<file path="config.mk">
export PLATFORM = sky130hd
export DESIGN_NAME = pin_login_tilt_direction_reporter_top
export DESIGN_NICKNAME = d
export VERILOG_FILES = /design/src/rtl/plt_pkg.sv /design/src/rtl/plt_cfg_regs.sv /design/src/rtl/plt_step.sv /design/src/rtl/pin_login_tilt_direction_reporter_top.sv
export SDC_FILE = /design/constraint.sdc
export NUM_CORES = 1
export LEC_CHECK = 0
export BUFFER_PORTS_ARGS = -buffer_cell sky130_fd_sc_hd__buf_2
export CAP_MARGIN = 20
export CELL_PAD_IN_SITES_DETAIL_PLACEMENT = 0
export CELL_PAD_IN_SITES_GLOBAL_PLACEMENT = 1
export CORE_ASPECT_RATIO = 1.25
export CORE_UTILIZATION = 35
export DETAILED_ROUTE_END_ITERATION = 12
export PLACE_DENSITY = 0.69
export SETUP_SLACK_MARGIN = 0.1
export SYNTH_ARGS = -nofsm -noshare
export SYNTH_HDL_FRONTEND = slang
export SYNTH_SLANG_ARGS = --single-unit
</file>
<file path="constraint.sdc">
create_clock -name i_clk -period 9.7 [get_ports i_clk]
set_clock_uncertainty 0.1 [all_clocks]
set_input_delay 0.485 -clock i_clk [delete_from_list [all_inputs] [get_ports i_clk]]
set_output_delay 0.485 -clock i_clk [all_outputs]
set_load 0.02 [all_outputs]
</file>
<file path="src/rtl/plt_pkg.sv">
`timescale 1ns / 1ps

package plt_pkg;

    // pin geometry and user table size
    localparam int PIN_LENGTH = 4;
    localparam int USER_COUNT = 4;
    localparam int CODE_SLOTS = 4;
    localparam int CNT_W      = $clog2(PIN_LENGTH + 1);
    localparam int PACK_W     = PIN_LENGTH * 8;
    localparam int CMP_W      = (PACK_W > 32) ? PACK_W : 32;

    // special keys
    localparam logic [7:0] KEY_NONE = 8'd0;
    localparam logic [7:0] KEY_STAR = 8'd42;
    localparam logic [7:0] KEY_HASH = 8'd35;
    localparam logic [2:0] STAR_LOGOUT = 3'd3;

    // action codes
    localparam logic ACT_KEY    = 1'b0;
    localparam logic ACT_SAMPLE = 1'b1;

    // event codes
    localparam logic [3:0] EV_NONE    = 4'd0;
    localparam logic [3:0] EV_DIGIT   = 4'd1;
    localparam logic [3:0] EV_CLEARED = 4'd2;
    localparam logic [3:0] EV_SHORT   = 4'd3;
    localparam logic [3:0] EV_WRONG   = 4'd4;
    localparam logic [3:0] EV_LOGIN   = 4'd5;
    localparam logic [3:0] EV_LOGOUT  = 4'd6;
    localparam logic [3:0] EV_LEFT    = 4'd7;
    localparam logic [3:0] EV_RIGHT   = 4'd8;
    localparam logic [3:0] EV_FRONT   = 4'd9;
    localparam logic [3:0] EV_BACK    = 4'd10;

    // configuration register indexes
    localparam logic [2:0] CFG_CODE0   = 3'd0;
    localparam logic [2:0] CFG_CODE1   = 3'd1;
    localparam logic [2:0] CFG_CODE2   = 3'd2;
    localparam logic [2:0] CFG_CODE3   = 3'd3;
    localparam logic [2:0] CFG_MARGIN  = 3'd4;
    localparam logic [2:0] CFG_HOLDOFF = 3'd5;

    // configuration reset values
    localparam logic [31:0] RST_CODE0   = 32'd909719097;
    localparam logic [31:0] RST_CODE1   = 32'd825307441;
    localparam logic [31:0] RST_CODE2   = 32'd808727088;
    localparam logic [31:0] RST_CODE3   = 32'd909588023;
    localparam logic [14:0] RST_MARGIN  = 15'd1920;
    localparam logic [31:0] RST_HOLDOFF = 32'd3000;

    typedef struct packed {
        logic              action;
        logic [7:0]        key_char;
        logic signed [15:0] accel_x;
        logic signed [15:0] accel_y;
        logic [31:0]       time_ms;
        logic              link_up;
    } t_in_word;

    typedef struct packed {
        logic [3:0] event_res;
        logic [1:0] user_index;
        logic       logged_in;
        logic       notify;
    } t_out_word;

    typedef struct packed {
        logic [CODE_SLOTS-1:0][31:0] code;
        logic [14:0]                 margin;
        logic [31:0]                 holdoff;
    } t_cfg;

    typedef struct packed {
        logic [PIN_LENGTH-1:0][7:0] pin_buf;
        logic [CNT_W-1:0]           pin_cnt;
        logic                       sess_valid;
        logic [1:0]                 sess_user;
        logic [1:0]                 star_run;
        logic [31:0]                last_ms;
    } t_state;

endpackage

</file>
<file path="src/rtl/plt_cfg_regs.sv">
`timescale 1ns / 1ps

module plt_cfg_regs import plt_pkg::*; (
    input  logic        i_clk,
    input  logic        i_rst_n,
    input  logic        i_cfg_we,
    input  logic [2:0]  i_cfg_idx,
    input  logic [31:0] i_cfg_data,
    output t_cfg        o_cfg
);

    t_cfg r_cfg;
    t_cfg n_cfg;

    always_comb begin
        n_cfg = r_cfg;
        if (i_cfg_we) begin
            unique case (i_cfg_idx)
                CFG_CODE0, CFG_CODE1, CFG_CODE2, CFG_CODE3: begin
                    n_cfg.code[i_cfg_idx[1:0]] = i_cfg_data;
                end
                CFG_MARGIN:  n_cfg.margin  = i_cfg_data[14:0];
                CFG_HOLDOFF: n_cfg.holdoff = i_cfg_data;
                default: ; // unmapped index
            endcase
        end
    end

    always_ff @(posedge i_clk) begin
        if (!i_rst_n) begin
            r_cfg.code[0] <= RST_CODE0;
            r_cfg.code[1] <= RST_CODE1;
            r_cfg.code[2] <= RST_CODE2;
            r_cfg.code[3] <= RST_CODE3;
            r_cfg.margin  <= RST_MARGIN;
            r_cfg.holdoff <= RST_HOLDOFF;
        end else begin
            r_cfg <= n_cfg;
        end
    end

    assign o_cfg = r_cfg;

endmodule

</file>
<file path="src/rtl/plt_step.sv">
`timescale 1ns / 1ps

module plt_step import plt_pkg::*; (
    input  t_in_word  i_word,
    input  t_state    i_state,
    input  t_cfg      i_cfg,
    output t_state    o_state,
    output t_out_word o_word
);

    logic [PACK_W-1:0] packed_pin;
    logic              hit;
    logic [1:0]        hit_idx;
    logic [2:0]        star_inc;
    logic [16:0]       mag_x;
    logic [16:0]       mag_y;
    logic [3:0]        dir;
    logic [31:0]       elapsed;
    logic              pin_full;
    t_state            st;
    logic [3:0]        ev;
    logic              nt;

    // buffer packed with the first key in the top byte
    always_comb begin
        for (int i = 0; i < PIN_LENGTH; i++) begin
            packed_pin[(PIN_LENGTH-1-i)*8 +: 8] = i_state.pin_buf[i];
        end
    end

    // lowest matching user wins
    always_comb begin
        hit     = 1'b0;
        hit_idx = 2'd0;
        for (int i = USER_COUNT - 1; i >= 0; i--) begin
            if (CMP_W'(packed_pin) == CMP_W'(i_cfg.code[i])) begin
                hit     = 1'b1;
                hit_idx = 2'(i);
            end
        end
    end

    assign pin_full = (i_state.pin_cnt >= CNT_W'(PIN_LENGTH));
    assign star_inc = {1'b0, i_state.star_run} + 3'd1;

    // magnitudes, 17 bits to hold the most negative value
    assign mag_x = i_word.accel_x[15] ? (17'h10000 - {1'b0, i_word.accel_x})
                                      : {1'b0, i_word.accel_x};
    assign mag_y = i_word.accel_y[15] ? (17'h10000 - {1'b0, i_word.accel_y})
                                      : {1'b0, i_word.accel_y};
    assign elapsed = i_word.time_ms - i_state.last_ms;

    always_comb begin
        if (mag_x > mag_y + {2'b00, i_cfg.margin}) begin
            dir = i_word.accel_x[15] ? EV_LEFT : EV_RIGHT;
        end else if (mag_y > mag_x + {2'b00, i_cfg.margin}) begin
            dir = i_word.accel_y[15] ? EV_BACK : EV_FRONT;
        end else begin
            dir = EV_NONE;
        end
    end

    always_comb begin
        st = i_state;
        ev = EV_NONE;
        nt = 1'b0;
        if (i_word.action == ACT_KEY) begin
            if (i_word.key_char == KEY_NONE) begin
                ev = EV_NONE;
            end else if (i_word.key_char == KEY_STAR) begin
                st.pin_buf = '0;
                st.pin_cnt = '0;
                if (star_inc >= STAR_LOGOUT) begin
                    st.sess_valid = 1'b0;
                    st.sess_user  = 2'd0;
                    st.star_run   = 2'd0;
                    ev            = EV_LOGOUT;
                    nt            = i_word.link_up;
                end else begin
                    st.star_run = star_inc[1:0];
                    ev          = EV_CLEARED;
                end
            end else begin
                st.star_run = 2'd0;
                if (i_word.key_char == KEY_HASH) begin
                    if (!i_state.sess_valid) begin
                        if (!pin_full) begin
                            ev = EV_SHORT;
                        end else if (hit) begin
                            st.sess_valid = 1'b1;
                            st.sess_user  = hit_idx;
                            ev            = EV_LOGIN;
                            nt            = i_word.link_up;
                        end else begin
                            st.pin_buf = '0;
                            st.pin_cnt = '0;
                            ev         = EV_WRONG;
                        end
                    end
                end else if (!i_state.sess_valid && !pin_full) begin
                    for (int i = 0; i < PIN_LENGTH; i++) begin
                        if (i_state.pin_cnt == CNT_W'(i)) begin
                            st.pin_buf[i] = i_word.key_char;
                        end
                    end
                    st.pin_cnt = i_state.pin_cnt + CNT_W'(1);
                    ev         = EV_DIGIT;
                end
            end
        end else if (i_state.sess_valid && i_word.link_up) begin
            if (dir != EV_NONE && elapsed > i_cfg.holdoff) begin
                ev         = dir;
                nt         = 1'b1;
                st.last_ms = i_word.time_ms;
            end
        end
    end

    assign o_state           = st;
    assign o_word.event_res  = ev;
    assign o_word.user_index = st.sess_valid ? st.sess_user : 2'd0;
    assign o_word.logged_in  = st.sess_valid;
    assign o_word.notify     = nt;

endmodule

</file>
<file path="src/rtl/pin_login_tilt_direction_reporter_top.sv">
`timescale 1ns / 1ps
// path: a word is held in the input register, decoded, then held in the result register
// throughput: one word per cycle unless stalled; single input register and result register
// the result register frees itself in the same cycle it is taken, so no bubbles under flow
// reset: synchronous active low; pin buffer, session, star count, report time and
// configuration return to their defaults, both stages empty

module pin_login_tilt_direction_reporter_top import plt_pkg::*; (
    input  logic        i_clk,
    input  logic        i_rst_n,
    // input channel
    input  logic        i_in_valid,
    output logic        o_in_ready,
    input  t_in_word    i_in,
    // result channel
    output logic        o_out_valid,
    input  logic        i_out_ready,
    output t_out_word   o_out,
    // configuration writes
    input  logic        i_cfg_we,
    input  logic [2:0]  i_cfg_idx,
    input  logic [31:0] i_cfg_data
);

    t_cfg      cfg;

    // input stage
    logic      r_in_valid;
    t_in_word  r_in;

    // persistent session state
    t_state    r_state;
    t_state    n_state;

    // result stage
    logic      r_out_valid;
    t_out_word r_out;
    t_out_word n_out;

    logic      advance;
    logic      take_in;

    // the input word moves on whenever the result register is empty or being taken
    assign advance    = r_in_valid && (!r_out_valid || i_out_ready);
    assign o_in_ready = !r_in_valid || advance;
    assign take_in    = i_in_valid && o_in_ready;

    plt_cfg_regs u_cfg (
        .i_clk      (i_clk),
        .i_rst_n    (i_rst_n),
        .i_cfg_we   (i_cfg_we),
        .i_cfg_idx  (i_cfg_idx),
        .i_cfg_data (i_cfg_data),
        .o_cfg      (cfg)
    );

    // all decoding for one word, between the input and result registers
    plt_step u_step (
        .i_word  (r_in),
        .i_state (r_state),
        .i_cfg   (cfg),
        .o_state (n_state),
        .o_word  (n_out)
    );

    // stage valid flags
    always_ff @(posedge i_clk) begin
        if (!i_rst_n) begin
            r_in_valid  <= 1'b0;
            r_out_valid <= 1'b0;
        end else begin
            if (take_in) begin
                r_in_valid <= 1'b1;
            end else if (advance) begin
                r_in_valid <= 1'b0;
            end
            if (advance) begin
                r_out_valid <= 1'b1;
            end else if (i_out_ready) begin
                r_out_valid <= 1'b0;
            end
        end
    end

    // payload registers, no reset needed
    always_ff @(posedge i_clk) begin
        if (take_in) begin
            r_in <= i_in;
        end
        if (advance) begin
            r_out <= n_out;
        end
    end

    // session state commits once per word as it leaves the input stage
    always_ff @(posedge i_clk) begin
        if (!i_rst_n) begin
            r_state <= '0;
        end else if (advance) begin
            r_state <= n_state;
        end
    end

    assign o_out_valid = r_out_valid;
    assign o_out       = r_out;

endmodule

</file>
== Word level (Yosys, flattened, before mapping) ==
Cells that the tools add are included.
Widths: inputs -> output; s select.

* Logic and storage cells: 152
* Output and inout bits: 10
* Register bits: 331
* Input port bits: 114

* Reductions and logical operators: 34
* $lt $le $gt $ge: 7
* Equality and inequality tests: 17
* Bitwise gates (word level): 2
* Multiplexer cells: 58
* Add/sub/neg operators: 7

{| class="wikitable"
|+ Operator list
! operator !! count
|-
| $bwmux 128 || 1
|-
| $eq 32x32->1 || 4
|-
| $mux 35 || 3
|-
| $mux 38 || 2
|-
| $demux 32 s2 || 1
|-
| $mux 4 || 10
|-
| $mux 40 || 1
|-
| $add 17x15->17 || 2
|-
| $gt 17x17->1 || 2
|-
| $mux 17 || 2
|-
| $sub 17x16->17 const A || 2
|-
| $gt 32x32->1 || 1
|-
| $mux 32 || 1
|-
| $mux 8 || 4
|-
| $reduce_and 8->1 || 4
|-
| $sub 32x32->32 || 1
|-
| $mux 1 || 20
|-
| $eq 8x6->1 const B || 2
|-
| $mux 3 || 5
|-
| $reduce_bool 3->1 || 5
|-
| $eq 3x2->1 const B || 4
|-
| $mux 2 || 6
|-
| $mux 5 || 2
|-
| $logic_not 8->1 || 1
|-
| other kinds (23) || 39
|}

== Longest topological paths before layout ==
Gate-level depths: netlist (run 1).

* Word-level depth: 12
* Mapped depth: 24
* Gate-level depth less buffers: 23

== Hierarchy ==
A second synthesis (run 1) with hierarchy kept.

* Cells, all modules: 2,130
* Area, all modules: 20,199.4 um^2

{| class="wikitable"
|+ Modules (own cells, without submodules)
! module !! area each (um^2) !! cells each !! seq. area each (um^2) !! instances
|-
| plt_step || 7,988.9 || 1,084 || 0.0 || 1
|-
| plt_cfg_regs || 6,723.9 || 643 || 3,503.4 || 1
|-
| pin_login_tilt_direction_reporter_top || 5,486.5 || 403 || 3,943.8 || 1
|}

== Worst setup path before layout (run 1) ==
No wires, ideal clock.

* Path kind: register to register
* From: reg r_in[35] (netlist bit)
* To: reg r_state[10] (netlist bit)
* Setup time: 0.072 ns
* Setup slack: 4.849 ns
* Clock period less this slack: 4.851 ns
* Cell stages (with the launch flop): 20
* Buffers on the path: 1
* Data arrival time: 4.680 ns
* Required time: 9.528 ns
* Cells stage by stage: edfxtp_1 nor2_2 nand3_1 or4_1 or3_4 o31ai_1 xnor2_1 ha_1 and3_1 a211o_1 a21oi_1 xor2_1 ha_1 a21o_1 a21oi_1 a22o_1 o22a_2 a2111oi_4 buf_6 mux2i_1

* Longest elaborated chain between the ends: 8
* Elaborated cells on any way between the ends: 10
* Classes of those cells: 2 x add/sub; 2 x order compare; 3 x mux; 3 x reduce/logical

{| class="wikitable"
|+ Ends and longest elaborated chain
! what !! line !! source
|-
| start: declaration || pin_login_tilt_direction_reporter_top.sv:29 || <nowiki>t_in_word r_in;</nowiki>
|-
| start signal: assignment || pin_login_tilt_direction_reporter_top.sv:88 || <nowiki>r_in <= i_in;</nowiki>
|-
| $sub 17x16->17 || plt_step.sv:49 || <nowiki>assign mag_y = i_word.accel_y[15] ? (17'h10000 - {1'b0, i_word.accel_y})</nowiki>
|-
| $mux 17 * || plt_step.sv:49 ||
|-
| $add 17x15->17 / $gt 17x17->1 (equally long branches) || plt_step.sv:54, plt_step.sv:56 ||
|-
| $gt 17x17->1 / $mux 4 (equally long branches) || plt_step.sv:54, plt_step.sv:56 ||
|-
| $mux 4 * || plt_step.sv:54 || <nowiki>if (mag_x > mag_y + {2'b00, i_cfg.margin}) begin</nowiki>
|-
| $reduce_bool 4->1 * || plt_step.sv:111 || <nowiki>if (dir != EV_NONE && elapsed > i_cfg.holdoff) begin</nowiki>
|-
| $logic_and 1x1->1 * || plt_step.sv:111 ||
|-
| $reduce_and 4->1 (no line) * || - ||
|-
| end signal: assignment || pin_login_tilt_direction_reporter_top.sv:100 || <nowiki>r_state <= n_state;</nowiki>
|-
| end: declaration || pin_login_tilt_direction_reporter_top.sv:32 || <nowiki>t_state r_state;</nowiki>
|}

Every way passes the cells marked *; elsewhere a longest branch is shown, timed or not.
A chain may end at the register's enable or synchronous reset.

== Worst setup path after layout (run 1) ==
* From: reg r_in[48] (netlist bit)
* To: reg r_state[13] (netlist bit)

* Longest elaborated chain between the ends: 8
* Elaborated cells on any way between the ends: 11
* Classes of those cells: 2 x add/sub; 2 x order compare; 4 x mux; 3 x reduce/logical

{| class="wikitable"
|+ Ends and longest elaborated chain
! what !! line
|-
| $sub 17x16->17 || plt_step.sv:49
|-
| $mux 17 || plt_step.sv:49
|-
| $add 17x15->17 / $gt 17x17->1 (equally long branches) || plt_step.sv:54, plt_step.sv:56
|-
| $gt 17x17->1 / $mux 4 (equally long branches) || plt_step.sv:54, plt_step.sv:56
|-
| $mux 4 * || plt_step.sv:54
|-
| $reduce_bool 4->1 * || plt_step.sv:111
|-
| $logic_and 1x1->1 * || plt_step.sv:111
|-
| $reduce_and 4->1 (no line) * || -
|}

Marked as above.

==> results of run 1 <==
repair_timing:
action,CTS,global route
resized for setup,0,0
buffers inserted,0,0
hold buffers,74,0
hold endpoints to repair,74,0
per-layer routing:
metal / global-route usage [%] / share of wire [%] / vias up
li1: - / - / 7780
met3: 4.44 / 5.4 / 128
met1: 24.4 / 41 / 7363
met4: 8.91 / 4.2 / 14
met2: 37.0 / 49 / 355
met5: 0 / 0.13 / -
metrics by stage:
| step | cells | worst slack (ns) |
|---|---|---|
| after floorplan | 2177 | 4.85 |
| after global placement | 2864 | 4.28 |
| after detailed placement | 2865 | 4.15 |
| after CTS | 3008 | 4.14 |
| after global routing | 3009 | 3.75 |
| final | 3009 | 4.13 |
sequential cells by signal, indices dropped and copies added (netlist names):
| register | cells |
|---|---|
| u_cfg.o_cfg | 175 |
| r_in | 74 |
| r_state | 72 |
| o_out | 8 |
| o_out_valid | 1 |
| r_in_valid | 1 |
synth_stat cells (all sizes together) (12+ instances only):
cell type,instances
a21o,43
edfxtp,82
xor2,25
nand2,465
nor4,13
nand4,62
nor3,18
o21ai,74
xnor2,177
ha,138
inv,99
mux2i,32
and3,19
dfxtp,249
buf,44
or3,13
o31ai,18
nand3,110
o21a,12
a21oi,215
clkbuf,76
nor2,55
o211ai,18
nand2b,14
final cells by class:
| class | count | area share [%] |
|---|---|---|
| Clock buffer | 62 | 5.56 |
| Inverter | 101 | 1.76 |
| Multi-Input combinational cell | 1625 | 47.3 |
| Tap cell | 672 | 3.88 |
| Sequential cell | 331 | 34.4 |
| Antenna cell | 1 | 0.0116 |
| Timing Repair Buffer | 210 | 6.76 |
| Clock inverter | 7 | 0.335 |
critical path, cell delays in order, from the launching register on:
cell,delay (ns)
edfxtp_1,0.64
o21ai_0,0.46
inv_1,0.12
fa_1,0.44
nor2b_1,0.12
o21ai_1,0.08
a21oi_1,0.19
o21ai_1,0.10
a21oi_1,0.36
o211ai_1,0.23
and4_1,0.23
a311oi_1,0.30
ha_1,0.19
a21o_1,0.11
a21o_1,0.10
a21oi_1,0.08
a22o_1,0.23
o22a_2,0.26
a2111oi_4,0.31
buf_4,0.51
mux2i_1,0.25
worst min path at each step:
stage / to / slack, ns / cells past startpoint
floorplan: r_state[10]$_SDFFE_PN0P_ / 0.33 / 2
global placement: r_state[30]$_SDFFE_PN0P_ / 0.34 / 2
detailed placement: r_state[11]$_SDFFE_PN0P_ / 0.35 / 2
CTS: r_in_valid$_SDFFE_PN0P_ / 0.02 / 3
global route: r_in_valid$_SDFFE_PN0P_ / 0.06 / 3
finish: r_in_valid$_SDFFE_PN0P_ / 0.05 / 3
power groups by stage:
stage          sequential, mW  clock (mW)  combinational [mW]
2_1_floorplan            1.51           0               0.354
3_3_place_gp             1.53           0               0.495
3_5_place_dp             1.53           0               0.503
4_1_cts                  1.50        1.51               0.531
5_1_grt                  1.50        1.57               0.587
6_report                 1.50        1.47               0.528
kinds of logic after synthesis:
| kind of cell | share of synthesized area, % |
|---|---|
| buffers and inverters | 4.86 |
| multiplexers | 1.72 |
| AO/OA/AOI/OAI | 14.5 |
| adder cells (fa/ha/maj) | 9.62 |
| XOR/XNOR | 9.52 |
| flip-flops | 40.1 |
| other | 0.0202 |
| AND/OR/NAND/NOR | 19.7 |
==> results.ini, run 1 <==
[status]
outcome = completed

[pwr]
leakage_nw = 8.19
p_total_mw = 3.49
p_switching_mw = 0.953
pwr-share-clk_pct = 42.0
p_comb_share_pct = 15.1
switching_share_pct = 27.3
seqPwrFrac_pct = 42.9
p_per_area_mw_per_mm2 = 161
internal-power_mw = 2.54
peakVddDrop_v = 0.000134

[clock_tree]
clock_path_buffers = 3
root_buffer = clkbuf_16
clkLatencyLatePin_ns = 0.58
path_clk_slew_ns = 0.06
cts-htree-levels = 2
cts_tree = done
clkSinkCount = 331
cts_buffers = 39

[floorplan]
rows = 94
die_area_mm2 = 0.0540
ios = 124
fp.dieH_um = 260
floorplan.initialDensity_pct = 35.3
die-width_um = 208
coreArea_mm2 = 0.0526

[route]
drtPass1Iterations = 5
drcViolationCount = 0
vias = 15600
viasPerCell = 5.20
routed_wl_mm = 56.9
drt_iter0_markers = 871
wire_per_inst_um = 18.9
drtAntennaViolNets = 0

[grt]
grt_pass1_wl_mm = 86.9
grt.total_usage_pct = 20.9
antenna_found_initial = 9
grt_pass1_vias = 15400
overflow = 0
grt_max_degree = 95

[finish]
register_area_mm2 = 0.00745
final_area_mm2 = 0.0217
drive_gt1_share_pct = 9.80
fillers = 5239
nets = 2563
layout_common_cells = nand2_1, dfxtp_1, a21oi_1
area_delta_synth_final_pct = 16.6
multiInputGateArea_mm2 = 0.0103
final_common_cell = nand2_1
utilization_pct = 41.2

[synth]
synth_edf_count = 82
synthArstFlopShare_pct = 0
ys_ff_latch = 331
ys_top_cells_by_area = dfxtp_1, edfxtp_1, nand2_1, ha_1, xnor2_1
yosys.area.top_type = dfxtp_1
syn_area_mm2 = 0.0186
synth_top_area_share_pct = 26.8
synth.yosys.seq_area_share_pct = 40.1
syn_inst = 2176
syn_area_per_cell_um2 = 8.54
synth_cell_types = 79
ys.flop_type = dfxtp_1
yosysWarnings = 0

[critical_path]
start_kind = flop
reg2reg_to = r_state[13]$_SDFFE_PN0P_
crit_arrival_ns = 5.96
crit_path_end = r_state[13]$_SDFFE_PN0P_
rrSetupSlack_ns = 4.13
reg2reg_depth = 20
cp-startpoint = r_in[48]$_DFFE_PP_
cp.required_ns = 10.09
path_class = flop to flop
cp_max_fo = 32
reg2reg_from = r_in[48]$_DFFE_PP_
cp-end-kind = flop

[timing]
fin_setup_tns_ns = 0
worstMarginPinSlew_ns = 1.10
grt_setup_unrepaired = no
fmax_mhz = 180
final-hold-violation-count = 0
post-route-period-util_pct = 57.4
setup_viol = 0
relSlewSlack_pct = 26.9
hold_ws_ns = 0.0510
layout_min_cycle_time_ns = 5.57
slew_viol_final = 0

[placement]
hpwl_mm = 41.1
port-buffer-count = 123
placed_area_mm2 = 0.0196
routabilityCongestion = 0.888

[min_path]
min_from = i_in_valid
hold_class = primary input to flop

[job]
max-cap-violations = 0

Note: power is estimated with default switching activity, not from simulation.
==> run 2: changes to the inputs <==
ABC_AREA = 1   (was not set)
PLACE_DENSITY = 0.71   (was 0.69)
clock period = 5.13 ns   (was 9.7 ns; I/O delays follow)
==> run 2 against run 1 <==
Effect of this change: count of clock-buffer cells in the layout down 6; via count grew 8.4%; combinational power up 120%; critical path depth increased by 8; sequential power increased by 90%; utilization up 2.1 points; worst hold slack improved by 0.019 ns; sequential share of layout area shrank 2.4 points; maximum frequency rose by 18%.
==> results.ini, run 2 <==
[floorplan]
fp.dieH_um = 263  ; +1.4%
floorplan.initialDensity_pct = 35.5  ; +0.16 points
ios = 124  ; unchanged
die_area_mm2 = 0.0556  ; +2.9%
coreArea_mm2 = 0.0538  ; +2.4%
rows = 95  ; +1.1%
die-width_um = 211  ; +1.4%

[placement]
placed_area_mm2 = 0.0205  ; +4.3%
hpwl_mm = 41.6  ; +1.2%
routabilityCongestion = 0.898  ; +1.1%
port-buffer-count = 123  ; unchanged

[synth]
synth_top_area_share_pct = 26.1  ; -0.75 points
ys_ff_latch = 331  ; unchanged
yosys.area.top_type = dfxtp_1
synth.yosys.seq_area_share_pct = 39.0  ; -1.1 points
syn_area_mm2 = 0.0191  ; +2.9%
synthArstFlopShare_pct = 0  ; unchanged
synthTopCellsByCount = nand2_1, nor2_1, inv_1, dfxtp_1, a21oi_1
ys.flop_type = dfxtp_1
synth_edf_count = 82  ; unchanged
yosysMostFrequentCell = nand2_1
ys_top_cells_by_area = dfxtp_1, edfxtp_1, nand2_1, ha_1, nor2_1
syn_inst = 2588  ; +19%
syn_area_per_cell_um2 = 7.39  ; -13%
yosysWarnings = 0  ; unchanged
synth_cell_types = 53  ; -33%

[finish]
multiInputGateArea_mm2 = 0.0103  ; +0.27%
fillers = 5446  ; +4.0%
register_area_mm2 = 0.00745  ; unchanged
layout_common_cells = nand2_1, nor2_1, inv_1
final_common_cell = nand2_1
drive_gt1_share_pct = 11.1  ; +1.3 points
area_delta_synth_final_pct = 21.9
largest_reg_flops = 175  ; unchanged
final_area_mm2 = 0.0233  ; +7.6%
nets = 3068  ; +20%
num_antenna_cells = 0  ; -1

[critical_path]
start_kind = flop
cp-end-kind = flop
cp_max_fo = 16  ; -50%
crit_arrival_ns = 5.06  ; -0.90 ns
max_stage_delay_ns = 0.43  ; -0.21 ns
cp.required_ns = 5.48  ; -4.61 ns
crit_path_frequent_cell = nand2_1
crit_slowest_cell = edfxtp_1
path_class = flop to flop

[route]
drt_iter0_markers = 1022  ; +17%
drtAntennaViolNets = 0  ; unchanged
viasPerCell = 4.75  ; -8.6%
wire_per_inst_um = 15.9  ; -16%
highest_layer = met5
drcViolationCount = 0  ; unchanged
routed_wl_mm = 56.9  ; about the same
route.met2.wl_mm = 27.5  ; -0.82%
wl_met1_mm = 25.6  ; +8.3%
drtPass1Iterations = 5  ; unchanged
met3_length_mm = 1.96  ; -36%
vias = 17000  ; +8.4%

[clock_tree]
cts_tree = done
cts_buffers = 39  ; unchanged
path_clk_slew_ns = 0.06  ; about the same
root_buffer = clkbuf_16
clkSinkCount = 331  ; unchanged
cts-htree-levels = 2  ; unchanged
clkLatencyLatePin_ns = 0.57  ; about the same
clock_path_buffers = 3  ; unchanged

[min_path]
hold_class = primary input to flop

[grt]
antenna_found_initial = 1  ; -8
overflow = 0  ; unchanged
grt.total_usage_pct = 20.5  ; -0.45 points
grt_pass1_wl_mm = 89.6  ; +3.1%
grt_pass1_vias = 16700  ; +8.5%
grt_max_degree = 145  ; +53%

[timing]
worstMarginPinSlew_ns = 1.12  ; +0.0287 ns
post-route-period-util_pct = 91.7  ; +34 points
grt_setup_unrepaired = no
layout_min_cycle_time_ns = 4.71  ; -0.861 ns
relSlewSlack_pct = 25.0  ; -1.9 points
final-hold-violation-count = 0  ; unchanged
setup_viol = 0  ; unchanged
fmax_mhz = 212  ; +18%
slew_viol_final = 0  ; unchanged

[pwr]
p_per_area_mw_per_mm2 = 298  ; +85%
leakage_nw = 10.3  ; +25%
p_total_mw = 6.95  ; +99%
peakVddDrop_v = 0.000211  ; +57%

[status]
outcome = completed

[job]
max-cap-violations = 0  ; unchanged

## run 2: cell count changes in the layout (fill, tap and decap cells not counted), moves of 42 or more
cell and delta:
inv_1 +192, nand2_1 +159, nand4_1 -42, nor2_1 +246, o21ai_0 +136, xnor2_1 -78
## run 2: critical path: cells and delay by family, from the launching register on
| family | cells | cell delay (ns) |
|---|---|---|
| flip-flops | 1 | 0.43 |
| XOR/XNOR | 2 | 0.35 |
| AO/OA/AOI/OAI | 4 | 0.56 |
| AND/OR/NAND/NOR | 14 | 1.56 |
| buffers and inverters | 5 | 0.72 |
| adder cells (fa/ha/maj) | 3 | 0.85 |
## run 2: routing by layer
layer	global-route usage, %	vias to the layer above
met5	0	-
met4	6.78	2
met3	2.73	104
met2	35.7	285
met1	25.7	7748
li1	-	8814
## run 2: kinds of logic after synthesis
family	after synthesis	synth area share, %
xor+xnor	152	6.96
other cells	1	0.0196
fa+ha+maj	141	9.35
buf+inv	407	8.25
flops	331	39.0
simple gates	1101	23.6
compound gates	455	12.9
## run 2: final timing paths
path / start / end / slack, ns / cells past startpoint
setup reg to reg: r_in[49]$_DFFE_PP_ / r_state[8]$_SDFFE_PN0P_ / 0.42 / 28
hold reg to reg: u_cfg.o_cfg[58]$_SDFFE_PN0P_ / u_cfg.o_cfg[58]$_SDFFE_PN0P_ / 0.36 / 2
setup / recovery: r_in[49]$_DFFE_PP_ / r_state[8]$_SDFFE_PN0P_ / 0.42 / 28
hold / removal: i_cfg_idx[0] / u_cfg.o_cfg[116]$_SDFFE_PN1P_ / 0.07 / 4
## run 2: repair_timing
item,4_1_cts,5_1_grt
endpoints found under the setup margin,32,34
setup buffers,4,10
pin swaps,3,14
hold buffers,109,0
gates resized for setup,7,38
cloned,1,1
hold endpoints to repair,213,0
## run 2: power breakdown
| group | internal [mW] | leakage, nW | total, mW | switching (mW) |
|---|---|---|---|---|
| sequential | 2.78 | 2.82 | 2.85 | 0.0767 |
| clock | 1.78 | 0.675 | 2.93 | 1.14 |
| combinational | 0.477 | 6.76 | 1.17 | 0.695 |
| total | 5.04 | 10.3 | 6.95 | 1.92 |
## run 2: cell type report
class	count	area share, %
multi-input cells	1851	44.1
flip-flops and latches	331	31.9
repair buffers	274	9.17
inverters	316	5.10
clock buffers	56	5.00
well taps	727	3.90
clock inverters	15	0.778
## run 2: stage by stage
step	hold WS, ns	std cells	util (%)	TNS, ns	worst slack, ns
2_1_floorplan	0.255	2589	-	0	0.921
3_3_place_gp	0.333	3372	38.0	0	0.0947
3_5_place_dp	0.335	3373	38.1	-1.47	-0.0633
4_1_cts	0.0445	3558	42.8	0	0.102
5_1_grt	0.0728	3570	43.3	0	0.0717
6_report	0.0695	3570	43.3	0	0.423
